<file path="src/hdl/bfse_pkg.sv">
// Shared types and constants for the boolean formula stack evaluator.
package bfse_pkg;

  typedef logic [2:0] opc_t;
  typedef logic [1:0] cmd_t;

  typedef struct packed {
    cmd_t cmd_top;
    cmd_t cmd_rest;
  } stack_ctl_t;

  localparam opc_t OPC_OPEN = 3'd0;
  localparam opc_t OPC_OR   = 3'd1;
  localparam opc_t OPC_AND  = 3'd2;
  localparam opc_t OPC_IMP  = 3'd3;
  localparam opc_t OPC_NOT  = 3'd4;

  localparam cmd_t CMD_HOLD = 2'd0;
  localparam cmd_t CMD_DOWN = 2'd1;
  localparam cmd_t CMD_UP1  = 2'd2;
  localparam cmd_t CMD_UP2  = 2'd3;

  localparam logic [7:0] CH_OPEN  = 8'h28;
  localparam logic [7:0] CH_CLOSE = 8'h29;
  localparam logic [7:0] CH_OR    = 8'h56;
  localparam logic [7:0] CH_AND   = 8'h5E;
  localparam logic [7:0] CH_IMP   = 8'h3E;
  localparam logic [7:0] CH_NOT   = 8'h7E;
  localparam logic [7:0] CH_ONE   = 8'h31;
  localparam logic [7:0] CH_NINE  = 8'h39;

endpackage

</file>
<file path="src/hdl/bfse_cell.sv">
// One stack cell: holds an entry and shifts it with its neighbors.
module bfse_cell import bfse_pkg::*; #(
  parameter int WIDTH = 1
) (
  input  logic             clk,
  input  cmd_t             cmd,
  input  logic [WIDTH-1:0] above,
  input  logic [WIDTH-1:0] below1,
  input  logic [WIDTH-1:0] below2,
  output logic [WIDTH-1:0] entry
);

  always_ff @(posedge clk) begin
    case (cmd)
      CMD_HOLD: entry <= entry;
      CMD_DOWN: entry <= above;
      CMD_UP1:  entry <= below1;
      CMD_UP2:  entry <= below2;
      default:  entry <= entry;
    endcase
  end

endmodule

</file>
<file path="src/hdl/bfse_stack.sv">
// Shift-register stack built as a row of cells, top at cell zero.
module bfse_stack import bfse_pkg::*; #(
  parameter int WIDTH = 1,
  parameter int DEPTH = 128
) (
  input  logic             clk,
  input  stack_ctl_t       ctl,
  input  logic [WIDTH-1:0] top_in,
  output logic [WIDTH-1:0] top0,
  output logic [WIDTH-1:0] top1
);

  logic [WIDTH-1:0] entries [DEPTH];

  for (genvar i = 0; i < DEPTH; i++) begin : g_cell
    logic [WIDTH-1:0] above;
    logic [WIDTH-1:0] below1;
    logic [WIDTH-1:0] below2;
    cmd_t             cmd;

    if (i == 0) begin : g_top
      assign above = top_in;
      assign cmd   = ctl.cmd_top;
    end else begin : g_rest
      assign above = entries[i-1];
      assign cmd   = ctl.cmd_rest;
    end

    if (i + 1 < DEPTH) begin : g_b1
      assign below1 = entries[i+1];
    end else begin : g_b1_end
      assign below1 = '0;
    end

    if (i + 2 < DEPTH) begin : g_b2
      assign below2 = entries[i+2];
    end else begin : g_b2_end
      assign below2 = '0;
    end

    bfse_cell #(.WIDTH(WIDTH)) u_cell (
      .clk   (clk),
      .cmd   (cmd),
      .above (above),
      .below1(below1),
      .below2(below2),
      .entry (entries[i])
    );
  end

  assign top0 = entries[0];
  assign top1 = entries[1];

endmodule

</file>
<file path="src/hdl/boolean_formula_stack_evaluator_core.sv">
// Boolean formula stack evaluator: two cell-chain stacks and an output register.
// Result: registered, so it appears in the cycle after its end character is accepted.
// Throughput: one character per cycle unless a held result stalls the input.
// The stacks are rows of shifting cells, so only their top entries are ever read.
// Reset (synchronous, active high) clears both counts, the fault flag and the
// output valid; stack cell contents are not cleared.
module boolean_formula_stack_evaluator_core import bfse_pkg::*; #(
  parameter int STACK_DEPTH = 128
) (
  input  logic       clk,
  input  logic       rst,
  input  logic       in_valid,
  output logic       in_ready,
  input  logic [7:0] ch,
  input  logic [8:0] atom_values,
  output logic       out_valid,
  input  logic       out_ready,
  output logic       value,
  output logic       fault
);

  localparam int CW = $clog2(STACK_DEPTH + 1);

  logic [CW-1:0] oper_count;
  logic [CW-1:0] oper_count_next;
  logic [CW-1:0] opnd_count;
  logic [CW-1:0] opnd_count_next;
  logic          fault_seen;
  logic          fault_seen_next;

  stack_ctl_t oper_ctl;
  stack_ctl_t opnd_ctl;
  opc_t       oper_in;
  logic       opnd_in;
  opc_t       oper_top;
  opc_t       oper_unused;
  logic       opnd_a;
  logic       opnd_b;

  logic       in_fire;
  logic       is_digit;
  logic       is_end;
  logic       emit;
  logic       a_val;
  logic       b_val;
  logic [3:0] atom_idx;
  logic [8:0] atom_shift;
  logic       oper_full;
  logic       opnd_full;

  assign in_ready   = !out_valid || out_ready;
  assign in_fire    = in_valid && in_ready;
  assign is_digit   = (ch inside {[CH_ONE:CH_NINE]});
  assign is_end     = !(is_digit || ch == CH_OPEN || ch == CH_CLOSE || ch == CH_OR ||
                        ch == CH_AND || ch == CH_IMP || ch == CH_NOT);
  assign atom_idx   = 4'(ch - CH_ONE);
  assign atom_shift = atom_values >> atom_idx;
  assign oper_full  = (oper_count == CW'(STACK_DEPTH));
  assign opnd_full  = (opnd_count == CW'(STACK_DEPTH));
  assign a_val      = (opnd_count != '0) ? opnd_a : 1'b0;
  assign b_val      = (opnd_count >= CW'(2)) ? opnd_b : 1'b0;

  bfse_stack #(.WIDTH(3), .DEPTH(STACK_DEPTH)) u_oper (
    .clk   (clk),
    .ctl   (oper_ctl),
    .top_in(oper_in),
    .top0  (oper_top),
    .top1  (oper_unused)
  );

  bfse_stack #(.WIDTH(1), .DEPTH(STACK_DEPTH)) u_opnd (
    .clk   (clk),
    .ctl   (opnd_ctl),
    .top_in(opnd_in),
    .top0  (opnd_a),
    .top1  (opnd_b)
  );

  always_comb begin
    oper_ctl        = '{cmd_top: CMD_HOLD, cmd_rest: CMD_HOLD};
    opnd_ctl        = '{cmd_top: CMD_HOLD, cmd_rest: CMD_HOLD};
    oper_in         = OPC_OPEN;
    opnd_in         = 1'b0;
    oper_count_next = oper_count;
    opnd_count_next = opnd_count;
    fault_seen_next = fault_seen;
    emit            = 1'b0;
    if (in_fire) begin
      if (is_end) begin
        emit            = 1'b1;
        oper_count_next = '0;
        opnd_count_next = '0;
        fault_seen_next = 1'b0;
      end else if (is_digit) begin
        if (opnd_full) begin
          fault_seen_next = 1'b1;
        end else begin
          opnd_ctl        = '{cmd_top: CMD_DOWN, cmd_rest: CMD_DOWN};
          opnd_in         = atom_shift[0];
          opnd_count_next = opnd_count + CW'(1);
        end
      end else if (ch == CH_CLOSE) begin
        if (oper_count == '0) begin
          fault_seen_next = 1'b1;
        end else if (oper_top == OPC_OR || oper_top == OPC_AND || oper_top == OPC_IMP) begin
          case (oper_top)
            OPC_OR:  opnd_in = a_val | b_val;
            OPC_AND: opnd_in = a_val & b_val;
            default: opnd_in = a_val | ~b_val;
          endcase
          opnd_ctl        = '{cmd_top: CMD_DOWN, cmd_rest: CMD_UP1};
          opnd_count_next = (opnd_count >= CW'(2)) ? opnd_count - CW'(1) : CW'(1);
          oper_ctl        = '{cmd_top: CMD_UP2, cmd_rest: CMD_UP2};
          oper_count_next = (oper_count >= CW'(2)) ? oper_count - CW'(2) : '0;
          if (opnd_count < CW'(2) || oper_count < CW'(2)) begin
            fault_seen_next = 1'b1;
          end
        end else if (oper_top == OPC_NOT) begin
          opnd_in         = ~a_val;
          opnd_ctl        = '{cmd_top: CMD_DOWN, cmd_rest: CMD_HOLD};
          opnd_count_next = (opnd_count == '0) ? CW'(1) : opnd_count;
          oper_ctl        = '{cmd_top: CMD_UP2, cmd_rest: CMD_UP2};
          oper_count_next = (oper_count >= CW'(2)) ? oper_count - CW'(2) : '0;
          if (opnd_count == '0 || oper_count < CW'(2)) begin
            fault_seen_next = 1'b1;
          end
        end else begin
          fault_seen_next = 1'b1;
        end
      end else begin
        if (oper_full) begin
          fault_seen_next = 1'b1;
        end else begin
          case (ch)
            CH_OR:   oper_in = OPC_OR;
            CH_AND:  oper_in = OPC_AND;
            CH_IMP:  oper_in = OPC_IMP;
            CH_NOT:  oper_in = OPC_NOT;
            default: oper_in = OPC_OPEN;
          endcase
          oper_ctl        = '{cmd_top: CMD_DOWN, cmd_rest: CMD_DOWN};
          oper_count_next = oper_count + CW'(1);
        end
      end
    end
  end

  always_ff @(posedge clk) begin
    if (rst) begin
      oper_count <= '0;
      opnd_count <= '0;
      fault_seen <= 1'b0;
      out_valid  <= 1'b0;
    end else begin
      oper_count <= oper_count_next;
      opnd_count <= opnd_count_next;
      fault_seen <= fault_seen_next;
      if (emit) begin
        out_valid <= 1'b1;
      end else if (out_ready) begin
        out_valid <= 1'b0;
      end
    end
  end

  always_ff @(posedge clk) begin
    if (emit) begin
      value <= a_val;
      fault <= fault_seen || (opnd_count == '0);
    end
  end

  a_count_range: assert property (@(posedge clk) disable iff (rst)
    oper_count <= CW'(STACK_DEPTH) && opnd_count <= CW'(STACK_DEPTH))
    else $error("stack count beyond depth");

  a_end_clears: assert property (@(posedge clk) disable iff (rst)
    in_fire && is_end |=> out_valid && oper_count == '0 && opnd_count == '0 && !fault_seen)
    else $error("end item did not clear state");

  a_empty_end: assert property (@(posedge clk) disable iff (rst)
    in_fire && is_end && opnd_count == '0 |=> fault && !value)
    else $error("empty end pop not flagged");

  a_digit_push: assert property (@(posedge clk) disable iff (rst)
    in_fire && is_digit && !opnd_full |=> opnd_count == $past(opnd_count) + CW'(1))
    else $error("operand push lost");

  a_no_drop: assert property (@(posedge clk) disable iff (rst)
    out_valid && !out_ready |-> !in_ready)
    else $error("input taken while result held");

endmodule
</file>
<file path="config.mk">
export PLATFORM = sky130hd
export DESIGN_NAME = boolean_formula_stack_evaluator_core
export DESIGN_NICKNAME = d
export VERILOG_FILES = /design/src/hdl/bfse_pkg.sv /design/src/hdl/bfse_cell.sv /design/src/hdl/bfse_stack.sv /design/src/hdl/boolean_formula_stack_evaluator_core.sv
export SDC_FILE = /design/constraint.sdc
export NUM_CORES = 1
export LEC_CHECK = 0
export ABC_AREA = 0
export BUFFER_PORTS_ARGS = -buffer_cell sky130_fd_sc_hd__clkbuf_2
export CAP_MARGIN = 25
export CORE_ASPECT_RATIO = 0.5
export CORE_MARGIN = 2
export CORE_UTILIZATION = 40
export DETAILED_ROUTE_END_ITERATION = 10
export PLACE_DENSITY = 0.61
export SLEW_MARGIN = 15
export SYNTH_ARGS = -nofsm -noshare
export SYNTH_HDL_FRONTEND = slang
export SYNTH_SLANG_ARGS = --single-unit
</file>
<file path="constraint.sdc">
create_clock -name clk -period 59.7 [get_ports clk]
set_input_delay 2.985 -clock clk [delete_from_list [all_inputs] [get_ports clk]]
set_output_delay 2.985 -clock clk [all_outputs]
set_load 0.03 [all_outputs]
</file>
# ---- Yosys cells after proc, flatten, opt, wreduce, memory -nomap -nowiden
# Index checks and enable logic that the tools add are counted.
dict set report word_totals {
  register_bits 532
  in_bits 21
  output_inout_bits 4
  word_cells 664
}
dict set report op_classes {
  n_addsub 5
  order_cmp 6
  eq_ne 37
  shifts 1
  n_mux 320
  n_bitwise 5
  reduce_logical 28
}
# operator n
set ops {}
lappend ops {{3-bit case mux with 3 select lines} 127}
lappend ops {{1-bit case mux with 3 select lines} 127}
lappend ops {{8-bit 2-to-1 mux} 17}
lappend ops {{4-bit 2-to-1 mux} 10}
lappend ops {{3-bit 2-to-1 mux} 11}
lappend ops {{8-bit by 6-bit == test with 1-bit output, second input constant} 3}
lappend ops {{8-bit by 7-bit == test with 1-bit output, second input constant} 3}
lappend ops {{1-bit 2-to-1 mux} 24}
lappend ops {{8-bit by 1-bit adder with 8-bit output, second input constant} 2}
lappend ops {{2-bit == test, second input constant} 8}
lappend ops {{8-bit == test, second input constant} 2}
lappend ops {{8-bit by 2-bit greater-or-equal comparator with 1-bit output, second input constant} 2}
lappend ops {{8-bit zero test} 2}
lappend ops {{8-bit by 2-bit less-than comparator with 1-bit output, second input constant} 2}
lappend ops {{1-bit logical OR} 12}
lappend ops {{3-bit inequality test, second input constant} 4}
lappend ops {{4-bit by 2-bit inequality test with 1-bit output, second input constant} 3}
lappend ops {{3-bit case mux with 4 select lines} 1}
lappend ops {{5-bit AND reduction} 2}
lappend ops {{9-bit by 4-bit right shift with 1-bit output} 1}
lappend ops {{2-bit by 1-bit == test with 1-bit output, second input constant} 4}
lappend ops {{8-bit by 6-bit greater-or-equal comparator with 1-bit output, second input constant} 1}
lappend ops {{8-bit by 6-bit less-or-equal comparator with 1-bit output, second input constant} 1}
lappend ops {{2-bit zero test} 4}
lappend ops {{22 further kinds} 29}

# ---- Longest topological paths before layout
# Gate-level depths: netlist (run 1).
dict set report depth {
  depth_word 13
  mapped_depth 10
  ltp_nobuf 8
}

# ---- Hierarchy
# Synthesis (run 1) repeated with hierarchy kept, for this count alone.
dict set report unflattened {
  cells_unflattened 2582
  area_unflattened_um2 28727.6
}
# module instances cells_per_inst area_each_um2 seq_area_each_um2
set by_module_without_submodules {}
lappend by_module_without_submodules {{bfse_cell (u_oper.g_cell[0].u_cell ...)} 128 13 152.6 90.1}
lappend by_module_without_submodules {{bfse_cell (u_opnd.g_cell[0].u_cell ...)} 128 5 55.1 30.0}
lappend by_module_without_submodules {boolean_formula_stack_evaluator_core 1 276 2134.5 420.4}
lappend by_module_without_submodules {bfse_stack 2 1 3.8 0.0}

# ---- Least setup slack after synthesis (run 1)
# Ideal clock, no wire load.
dict set report synth_timing {
  path_type {input to register}
  start {input ch[6]}
  end {register u_oper.g_cell[0].u_cell.entry[0], enable pin}
  setup_ps 1259
  arrival_ps 22440
  t_required_ps 58441
  slack_ps 36001
  path_stages 5
  n_path_buf 1
  cell_sequence {buf_4 -> or4_4 -> o22ai_1 -> nand2_1 -> a21oi_1}
}
dict set report synth_between {
  elab_chain_cells 11
  elab_cells_between_ends 20
  classes_between {order compare: 2; eq/ne: 6; mux: 4; reduce/logical: 8}
}
# item line_no
set synth_lines {}
lappend synth_lines {{from (decl)} boolean_formula_stack_evaluator_core.sv:14} ;# input logic [7:0] ch,
lappend synth_lines {{8-bit by 6-bit greater-or-equal comparator with 1-bit output or 8-bit by 6-bit less-or-equal comparator with 1-bit output (tied branches)} boolean_formula_stack_evaluator_core.sv:53} ;# assign is_digit = (ch inside {[CH_ONE:CH_NINE]});
lappend synth_lines {{1-bit logical AND} boolean_formula_stack_evaluator_core.sv:53}
lappend synth_lines {{1-bit logical OR (4 in a row)} boolean_formula_stack_evaluator_core.sv:54} ;# assign is_end = !(is_digit || ch == CH_OPEN || ch == CH_CLOSE || ch == CH_OR ||
lappend synth_lines {{1-bit logical OR (2 in a row)} boolean_formula_stack_evaluator_core.sv:55} ;# ch == CH_AND || ch == CH_IMP || ch == CH_NOT);
lappend synth_lines {{4-bit 2-to-1 mux *} boolean_formula_stack_evaluator_core.sv:89} ;# if (is_end) begin
lappend synth_lines {{4-bit 2-to-1 mux *} boolean_formula_stack_evaluator_core.sv:88} ;# if (in_fire) begin
lappend synth_lines {{2-bit zero test *} bfse_cell.sv:14} ;# case (cmd)
lappend synth_lines {{to (signal assigned)} bfse_cell.sv:15} ;# CMD_HOLD: entry <= entry;
lappend synth_lines {{to (signal assigned)} bfse_cell.sv:16} ;# CMD_DOWN: entry <= above;
lappend synth_lines {{to (signal assigned)} bfse_cell.sv:17} ;# CMD_UP1: entry <= below1;
lappend synth_lines {{to (decl)} bfse_cell.sv:10} ;# output logic [WIDTH-1:0] entry
# Every way passes the cells marked *; elsewhere a longest branch is shown, timed or not.
# A chain may end at the register's enable or synchronous reset.

# ---- Final worst setup path (run 1)
dict set report layout_timing {
  start {input ch[6]}
  end {register u_oper.g_cell[109].u_cell.entry[1], data pin}
}
dict set report layout_between {
  elab_chain_cells 12
  elab_cells_between_ends 23
  classes_between {order compare: 2; eq/ne: 9; mux: 5; reduce/logical: 7}
}
# item line_no
set layout_lines {}
lappend layout_lines {{8-bit by 6-bit greater-or-equal comparator with 1-bit output or 8-bit by 6-bit less-or-equal comparator with 1-bit output (tied branches)} boolean_formula_stack_evaluator_core.sv:53}
lappend layout_lines {{1-bit logical AND} boolean_formula_stack_evaluator_core.sv:53}
lappend layout_lines {{1-bit logical OR (4 in a row)} boolean_formula_stack_evaluator_core.sv:54}
lappend layout_lines {{1-bit logical OR (2 in a row)} boolean_formula_stack_evaluator_core.sv:55}
lappend layout_lines {{4-bit 2-to-1 mux *} boolean_formula_stack_evaluator_core.sv:89}
lappend layout_lines {{4-bit 2-to-1 mux *} boolean_formula_stack_evaluator_core.sv:88}
lappend layout_lines {{2-bit == test or 2-bit by 1-bit == test with 1-bit output (tied branches)} bfse_cell.sv:14}
lappend layout_lines {{3-bit case mux with 3 select lines *} bfse_cell.sv:14}
lappend layout_lines {{to (signal assigned)} bfse_cell.sv:15}
lappend layout_lines {{to (signal assigned)} bfse_cell.sv:16}
lappend layout_lines {{to (signal assigned)} bfse_cell.sv:17}
lappend layout_lines {{to (decl)} bfse_cell.sv:10}
# Marked as above.

==> impl_metrics.env, run 1 <==
export IMPL_criticalPathCategory="input port to flip-flop"
export IMPL_worstPathArrival_ps=7760
export IMPL_crit_chain="clkbuf_2 > or4_4 > o22ai_1 > nand2_1 > nor2_4 > buf_4 > buf_12 > buf_4 > nand2_1 > nand2_1"
export IMPL_holdCritPathClass="flip-flop to flip-flop"
export IMPL_cts_resized=0
export IMPL_io_buffers=24
export IMPL_netlist_instances=2157
export IMPL_cp_startpoint="ch[6]"
export IMPL_h_tree_depth=2
export IMPL_yosys_top_cells_area="edfxtp_1 (65%), nand2_1 (18%), mux2_2 (6.0%), dfxtp_1 (1.5%), clkbuf_1 (1.2%)"
export IMPL_place_hpwl_mm=21.5
export IMPL_area_growth_pct=10.4
export IMPL_tightest_slew_ps=1150
export IMPL_wire_per_inst_um=13.4
export IMPL_core_mm2=0.0578
export IMPL_ys_ff_latch=532
export IMPL_cp_max_fo=205
export IMPL_nets=2166
export IMPL_max_freq_ghz=0.137
export IMPL_dieArea_mm2=0.0610
export IMPL_slew_headroom_pct=23.4
export IMPL_grt_max_degree=243
export IMPL_drc_errors=0
export IMPL_diodes=0
export IMPL_synthesis_area_mm2=0.0236
export IMPL_syn_nets=2190
export IMPL_cts_inserted_buffers=49
export IMPL_hold_viol_final=0
export IMPL_drv_slew=0
export IMPL_status="complete, no violations"
export IMPL_wl_met1_mm=20.3
export IMPL_hp_start="fault_seen"
export IMPL_wl_met2_mm=16.9
export IMPL_die_width_um=347
export IMPL_final_util_pct=45.0
export IMPL_yosysUniqueCellTypes=64
export IMPL_synth_area_leader_cell="edfxtp_1"
export IMPL_yosys_warnings=0
export IMPL_synthFlopType="edfxtp_1"
export IMPL_grt_pass1_wl_mm=66.6
export IMPL_routed_wl_mm=39.3
export IMPL_start_util_pct=40.8
export IMPL_antenna_found_initial=0
export IMPL_cp_top_family="buffers and inverters"
export IMPL_skew_ps=24.8
export IMPL_cts_tree="done"
export IMPL_layout_commonest_cell="nand2_1"
export IMPL_cp_num_buf_inv=4
export IMPL_clockBufferDepth=3
export IMPL_ant_nets=0
export IMPL_clock_sinks=532
export IMPL_pin_count=25
export IMPL_maxCapViolations=0
export IMPL_wl_met3_mm=1.42
export IMPL_rsz0062_at_grt="false"
export IMPL_async_reset_ff_share_pct=0
export IMPL_powerDensity_mw_per_mm2=28.3
export IMPL_setup_violations=0
export IMPL_cp_start_kind="input port"
export IMPL_first_pass_iters=5
export IMPL_insertion_delay_ps=600
export IMPL_ir_drop_v=0.0000172
export IMPL_fin_tns_setup_ps=0
export IMPL_grtUsageTotal_pct=12.8
export IMPL_cts_hold_buffers=0
export IMPL_drive_gt1_share_pct=11.8
export IMPL_r2r_start="u_oper.g_cell[0].u_cell.entry[1]"
export IMPL_gp_congestion=0.804
export IMPL_total_leakage_power_nw=8.86
export IMPL_cp_end_kind="flip-flop"
export IMPL_cpMostUsedCell="nand2_1"
export IMPL_rows=62
export IMPL_via_count=14400
export IMPL_root_buffer="clkbuf_16"
export IMPL_avgSynthCellArea_um2=10.9
export IMPL_cpPeakStageDelay_ps=810
export IMPL_vias_per_cell=4.90
export IMPL_drt_iter0_drc=1427
export IMPL_final_cell_mix="nand2_1 (1154), edfxtp_1 (514), mux2_2 (126)"
export IMPL_slowest_stage="buf_4"
export IMPL_period_share_pct=12.2
export IMPL_postCtsSetupRepairBufs=0
export IMPL_fin_crit_ps=7300
export IMPL_synth_top_area_share_pct=65.4
export IMPL_synth_edf_count=514
export IMPL_clk_pin_slew_ps=70
export IMPL_required_ps=60150
export IMPL_highest_layer="met4"
export IMPL_p_total_mw=0.737
export IMPL_grt_pass1_vias=13600
export IMPL_grt_overflow=0
export IMPL_fp_dieH_um=176
export IMPL_synth_seq_area_share_pct=67.0
-- per-stage QoR --
step / setup slack, ps / instances / hold slack (ps) / cell area, um2
3_5_place_dp: 51870 / 2847 / 501 / 24300
6_report: 52400 / 2941 / 512 / 26000
4_1_cts: 52500 / 2938 / 511 / 26000
5_1_grt: 52070 / 2941 / 543 / 26000
2_1_floorplan: 36000 / 2157 / 475 / 23600
3_3_place_gp: 51950 / 2847 / 494 / 24300
-- final timing paths --
path              slack, ps                            endpoint  depth (start not counted)
setup / recovery      52400  u_oper.g_cell[109].u_cell.entry[1]                         10
hold / removal          510                          fault_seen                          2
setup reg to reg      55400  u_oper.g_cell[109].u_cell.entry[1]                          9
hold reg to reg         510                          fault_seen                          2
-- flip-flops by register name (all words and copies together) (netlist names) --
signal / cells
fault: 1
u_oper.g_cell.u_cell.entry: 384
value: 1
fault_seen: 1
u_opnd.g_cell.u_cell.entry: 128
oper_count: 8
opnd_count: 8
out_valid: 1
-- power by group --
group	internal [mW]	leakage (nW)	switching (mW)	total, mW
Combinational	0.00320	4.33	0.00624	0.00944
Clock	0.182	0.781	0.140	0.322
Sequential	0.405	3.74	0.000747	0.405
Total	0.590	8.86	0.147	0.737
-- routing by layer --
layer  track usage (%)  vias to the layer above
met5                 0                        -
met4              3.30                        0
met3              2.57                       52
met2              18.8                      165
met1              19.4                     6919
li1                  -                     7268
-- cells by family (layout without fill, tap and decap cells) --
kind of cell	after synthesis	in the layout	synth area share, %
compound gates	90	90	2.56
xor+xnor	7	7	0.260
fa+ha+maj	12	12	0.637
buf+inv	127	143	2.31
flops	532	532	67.0
mux	129	129	6.25
simple gates	1260	1260	21.0
-- Yosys cell counts (5+ instances only) --
library cell and instances:
nand3_1 14, nor3_1 13, o22ai_1 6, o21ai_0 18, inv_1 12, buf_2 39, a211oi_1 5, a21oi_1 25
dfxtp_1 18, nand2b_1 6, ha_1 12, edfxtp_1 514, and2_1 13, clkbuf_1 73, nand2_1 1155, mux2_2 126
nor2_1 21, nand4_1 7
-- area by class of cell --
cell class              instances  area, um2
inverters                      12       45.0
repair buffers                 40        323
clock buffers                  62       1310
well taps                     768        961
fillers                      5364      31800
clock inverters                29        315
multi-input cells            1498       7290
flip-flops and latches        532      15800
-- worst min-delay path, stage by stage, from the launching register on --
cell	delay [ps]
dfxtp_1	310
a21oi_1	110
nor3_1	50
No activity file was read; power rests on OpenSTA's default activity.
==> run 2: changes to the inputs <==
- ABC_AREA: 0 -> 1
- PLACE_DENSITY: 0.61 -> 0.63
- clock period: 59.7 -> 6.2 ns (I/O delays scaled with it)
==> run 2 against run 1 <==
Compared with the run above: clock skew increased by 3.6 ps; setup slack got worse by 50000 ps; power increased to 9.4 times the previous value; synthesized cell count increased by 1.8%; clock power increased to 9.0 times the previous value; clock-buffer cell count decreased by 5; combinational power increased to 14 times the previous value; hold slack got worse by 490 ps; core utilization decreased by 0.45 points; sequential power increased to 9.7 times the previous value; non-clock buffer count increased by 1; critical endpoint is now u_oper.g_cell[120].u_cell.entry[1]; largest cell class unchanged; largest power group unchanged.
==> impl_metrics.env, run 2 <==
export IMPL_hold_viol_final=0
export IMPL_synth_edf_count=514
export IMPL_place_inst=2941
export IMPL_reg_top3="u_oper.g_cell.u_cell.entry (384), u_opnd.g_cell.u_cell.entry (128)"
export IMPL_place_hpwl_mm=22.5
export IMPL_synthesis_area_mm2=0.0244
export IMPL_grt_pass1_wl_mm=66.9
export IMPL_postCtsSetupRepairBufs=0
export IMPL_cp_max_fo=167
export IMPL_clockBufferDepth=3
export IMPL_fin_cells=3027
export IMPL_slew_headroom_pct=39.7
export IMPL_rows=63
export IMPL_grtUsageTotal_pct=12.6
export IMPL_diodes=0
export IMPL_grt_pass1_vias=13800
export IMPL_status="complete, no violations"
export IMPL_avgSynthCellArea_um2=11.1
export IMPL_period_share_pct=54.4
export IMPL_ant_nets=0
export IMPL_maxCapViolations=0
export IMPL_cts_inserted_buffers=48
export IMPL_clock_sinks=532
export IMPL_grt_max_degree=168
export IMPL_async_reset_ff_share_pct=0
export IMPL_die_width_um=353
export IMPL_wire_per_inst_um=13.1
export IMPL_nets=2215
export IMPL_h_tree_depth=2
export IMPL_clk_pin_slew_ps=70
export IMPL_cp_start_kind="flip-flop"
export IMPL_yosys_top_cells_area="edfxtp_1 (63%), nand2_1 (13%), mux2_4 (7.3%), o21ai_0 (4.7%), inv_1 (2.6%)"
export IMPL_synth_seq_area_share_pct=64.8
export IMPL_powerDensity_mw_per_mm2=261
export IMPL_routed_wl_mm=39.7
export IMPL_cts_tree="done"
export IMPL_skew_ps=28.4
export IMPL_required_ps=6530
export IMPL_dieArea_mm2=0.0630
export IMPL_final_cell_mix="nand2_1 (816), edfxtp_1 (514), o21ai_0 (230)"
export IMPL_synth_top_area_share_pct=63.3
export IMPL_root_buffer="clkbuf_16"
export IMPL_layout_commonest_cell="nand2_1"
export IMPL_yosysUniqueCellTypes=34
export IMPL_drc_errors=0
export IMPL_syn_nets=2229
export IMPL_crit_chain="inv_1 > ha_1 > nand2_2 > nor2_4 > nor2_1 > nand3_4 > inv_8 > buf_4 > o21ai_0"
export IMPL_holdCritPathClass="input port to flip-flop"
export IMPL_cpPeakStageDelay_ps=810
export IMPL_cp_end_kind="flip-flop"
export IMPL_synth_common_cells="nand2_1 (817), edfxtp_1 (514), o21ai_0 (230)"
export IMPL_grt_overflow=0
export IMPL_tightest_slew_ps=904
export IMPL_fp_dieH_um=179
export IMPL_worstPathArrival_ps=3700
export IMPL_netlist_instances=2196
export IMPL_via_count=14500
export IMPL_io_buffers=24
export IMPL_drt_iter0_drc=1172
export IMPL_ys_ff_latch=532
export IMPL_slowest_stage="inv_8"
export IMPL_regMostFlops="u_oper.g_cell.u_cell.entry"
export IMPL_ir_drop_v=0.000189
export IMPL_start_util_pct=40.8
export IMPL_insertion_delay_ps=600
export IMPL_antenna_found_initial=0
export IMPL_vias_per_cell=4.79
export IMPL_fin_crit_ps=3370
export IMPL_largest_reg_flops=384
export IMPL_first_pass_iters=7
export IMPL_pin_count=25
export IMPL_setup_violations=0
export IMPL_drive_gt1_share_pct=12.2
export IMPL_criticalPathCategory="flip-flop to flip-flop"
export IMPL_core_mm2=0.0597
export IMPL_p_total_mw=6.96
export IMPL_area_growth_pct=9.34
export IMPL_synth_area_leader_cell="edfxtp_1"
export IMPL_synthFlopType="edfxtp_1"
export IMPL_max_freq_ghz=0.296
export IMPL_gp_congestion=0.850
export IMPL_drv_slew=0
export IMPL_yosys_warnings=0
export IMPL_total_leakage_power_nw=10.6
export IMPL_rsz0062_at_grt="false"
export IMPL_synth_most_common_cell="nand2_1"
==> run 2: cells by family (layout without fill, tap and decap cells) <==
logic type                 Yosys count  in the layout  share of synthesized area [%]
and+or+nand+nor                    971            971                           15.7
buffers and inverters              283            302                           5.41
AOI/OAI and AO/OA                  263            263                           5.44
DFF                                532            532                           64.8
muxes                              126            126                           7.64
adders and majority gates           12             12                          0.616
xor gates and xnor gates             9              9                          0.324
==> run 2: per-stage QoR <==
step / util [%] / TNS, ps / hold slack, ps / setup slack, ps / cell area [um2]
6_report: 44.6 / 0 / 24.1 / 2830 / 26600
5_1_grt: 44.6 / 0 / 21.3 / 2430 / 26600
4_1_cts: 44.5 / 0 / 4.03 / 2800 / 26600
3_5_place_dp: 42.0 / 0 / 454 / 2830 / 25100
3_3_place_gp: 42.0 / 0 / 445 / 2890 / 25100
2_1_floorplan: - / -1672910 / 431 / -4360 / 24400
==> run 2: path summary, 6_finish.rpt <==
path | startpoint | to | slack [ps] | cells past startpoint
setup / recovery | oper_count[0] | u_oper.g_cell[120].u_cell.entry[1] | 2830 | 9
hold / removal | rst | opnd_count[5] | 20 | 2
setup reg to reg | oper_count[0] | u_oper.g_cell[120].u_cell.entry[1] | 2830 | 9
hold reg to reg | fault_seen | fault_seen | 460 | 2
==> run 2: per-layer routing <==
layer	up-vias	GRT usage, %	part of all wire, %
met5	-	0	0
li1	7350	-	-
met4	0	3.39	2.0
met2	169	18.5	42
met3	63	2.47	3.4
met1	6914	18.8	52
==> run 2: cell type report <==
class / count / area [um2]
Clock buffer: 57 / 1260
Clock inverter: 26 / 224
Tap cell: 812 / 1020
Multi-Input combinational cell: 1381 / 7310
Timing Repair Buffer: 41 / 353
Inverter: 178 / 683
Fill cell: 5601 / 33100
Sequential cell: 532 / 15800
==> run 2: repair_timing <==
item                      in CTS  in global routing
gates resized for setup        0                  0
hold endpoints to repair       1                  0
hold buffers                   1                  0
==> run 2: worst max-delay path, delay by kind of cell, from the launching register on <==
family,cells,cell delay [ps]
buf+inv,3,1360
simple gates,4,890
flops,1,380
fa+ha+maj,1,210
compound gates,1,130
==> run 2: where the power goes <==
group	total (mW)	switching [mW]	leakage [nW]	internal (mW)
Combinational	0.136	0.0901	5.14	0.0457
Clock	2.90	1.35	0.724	1.54
Sequential	3.92	0.0142	4.78	3.91
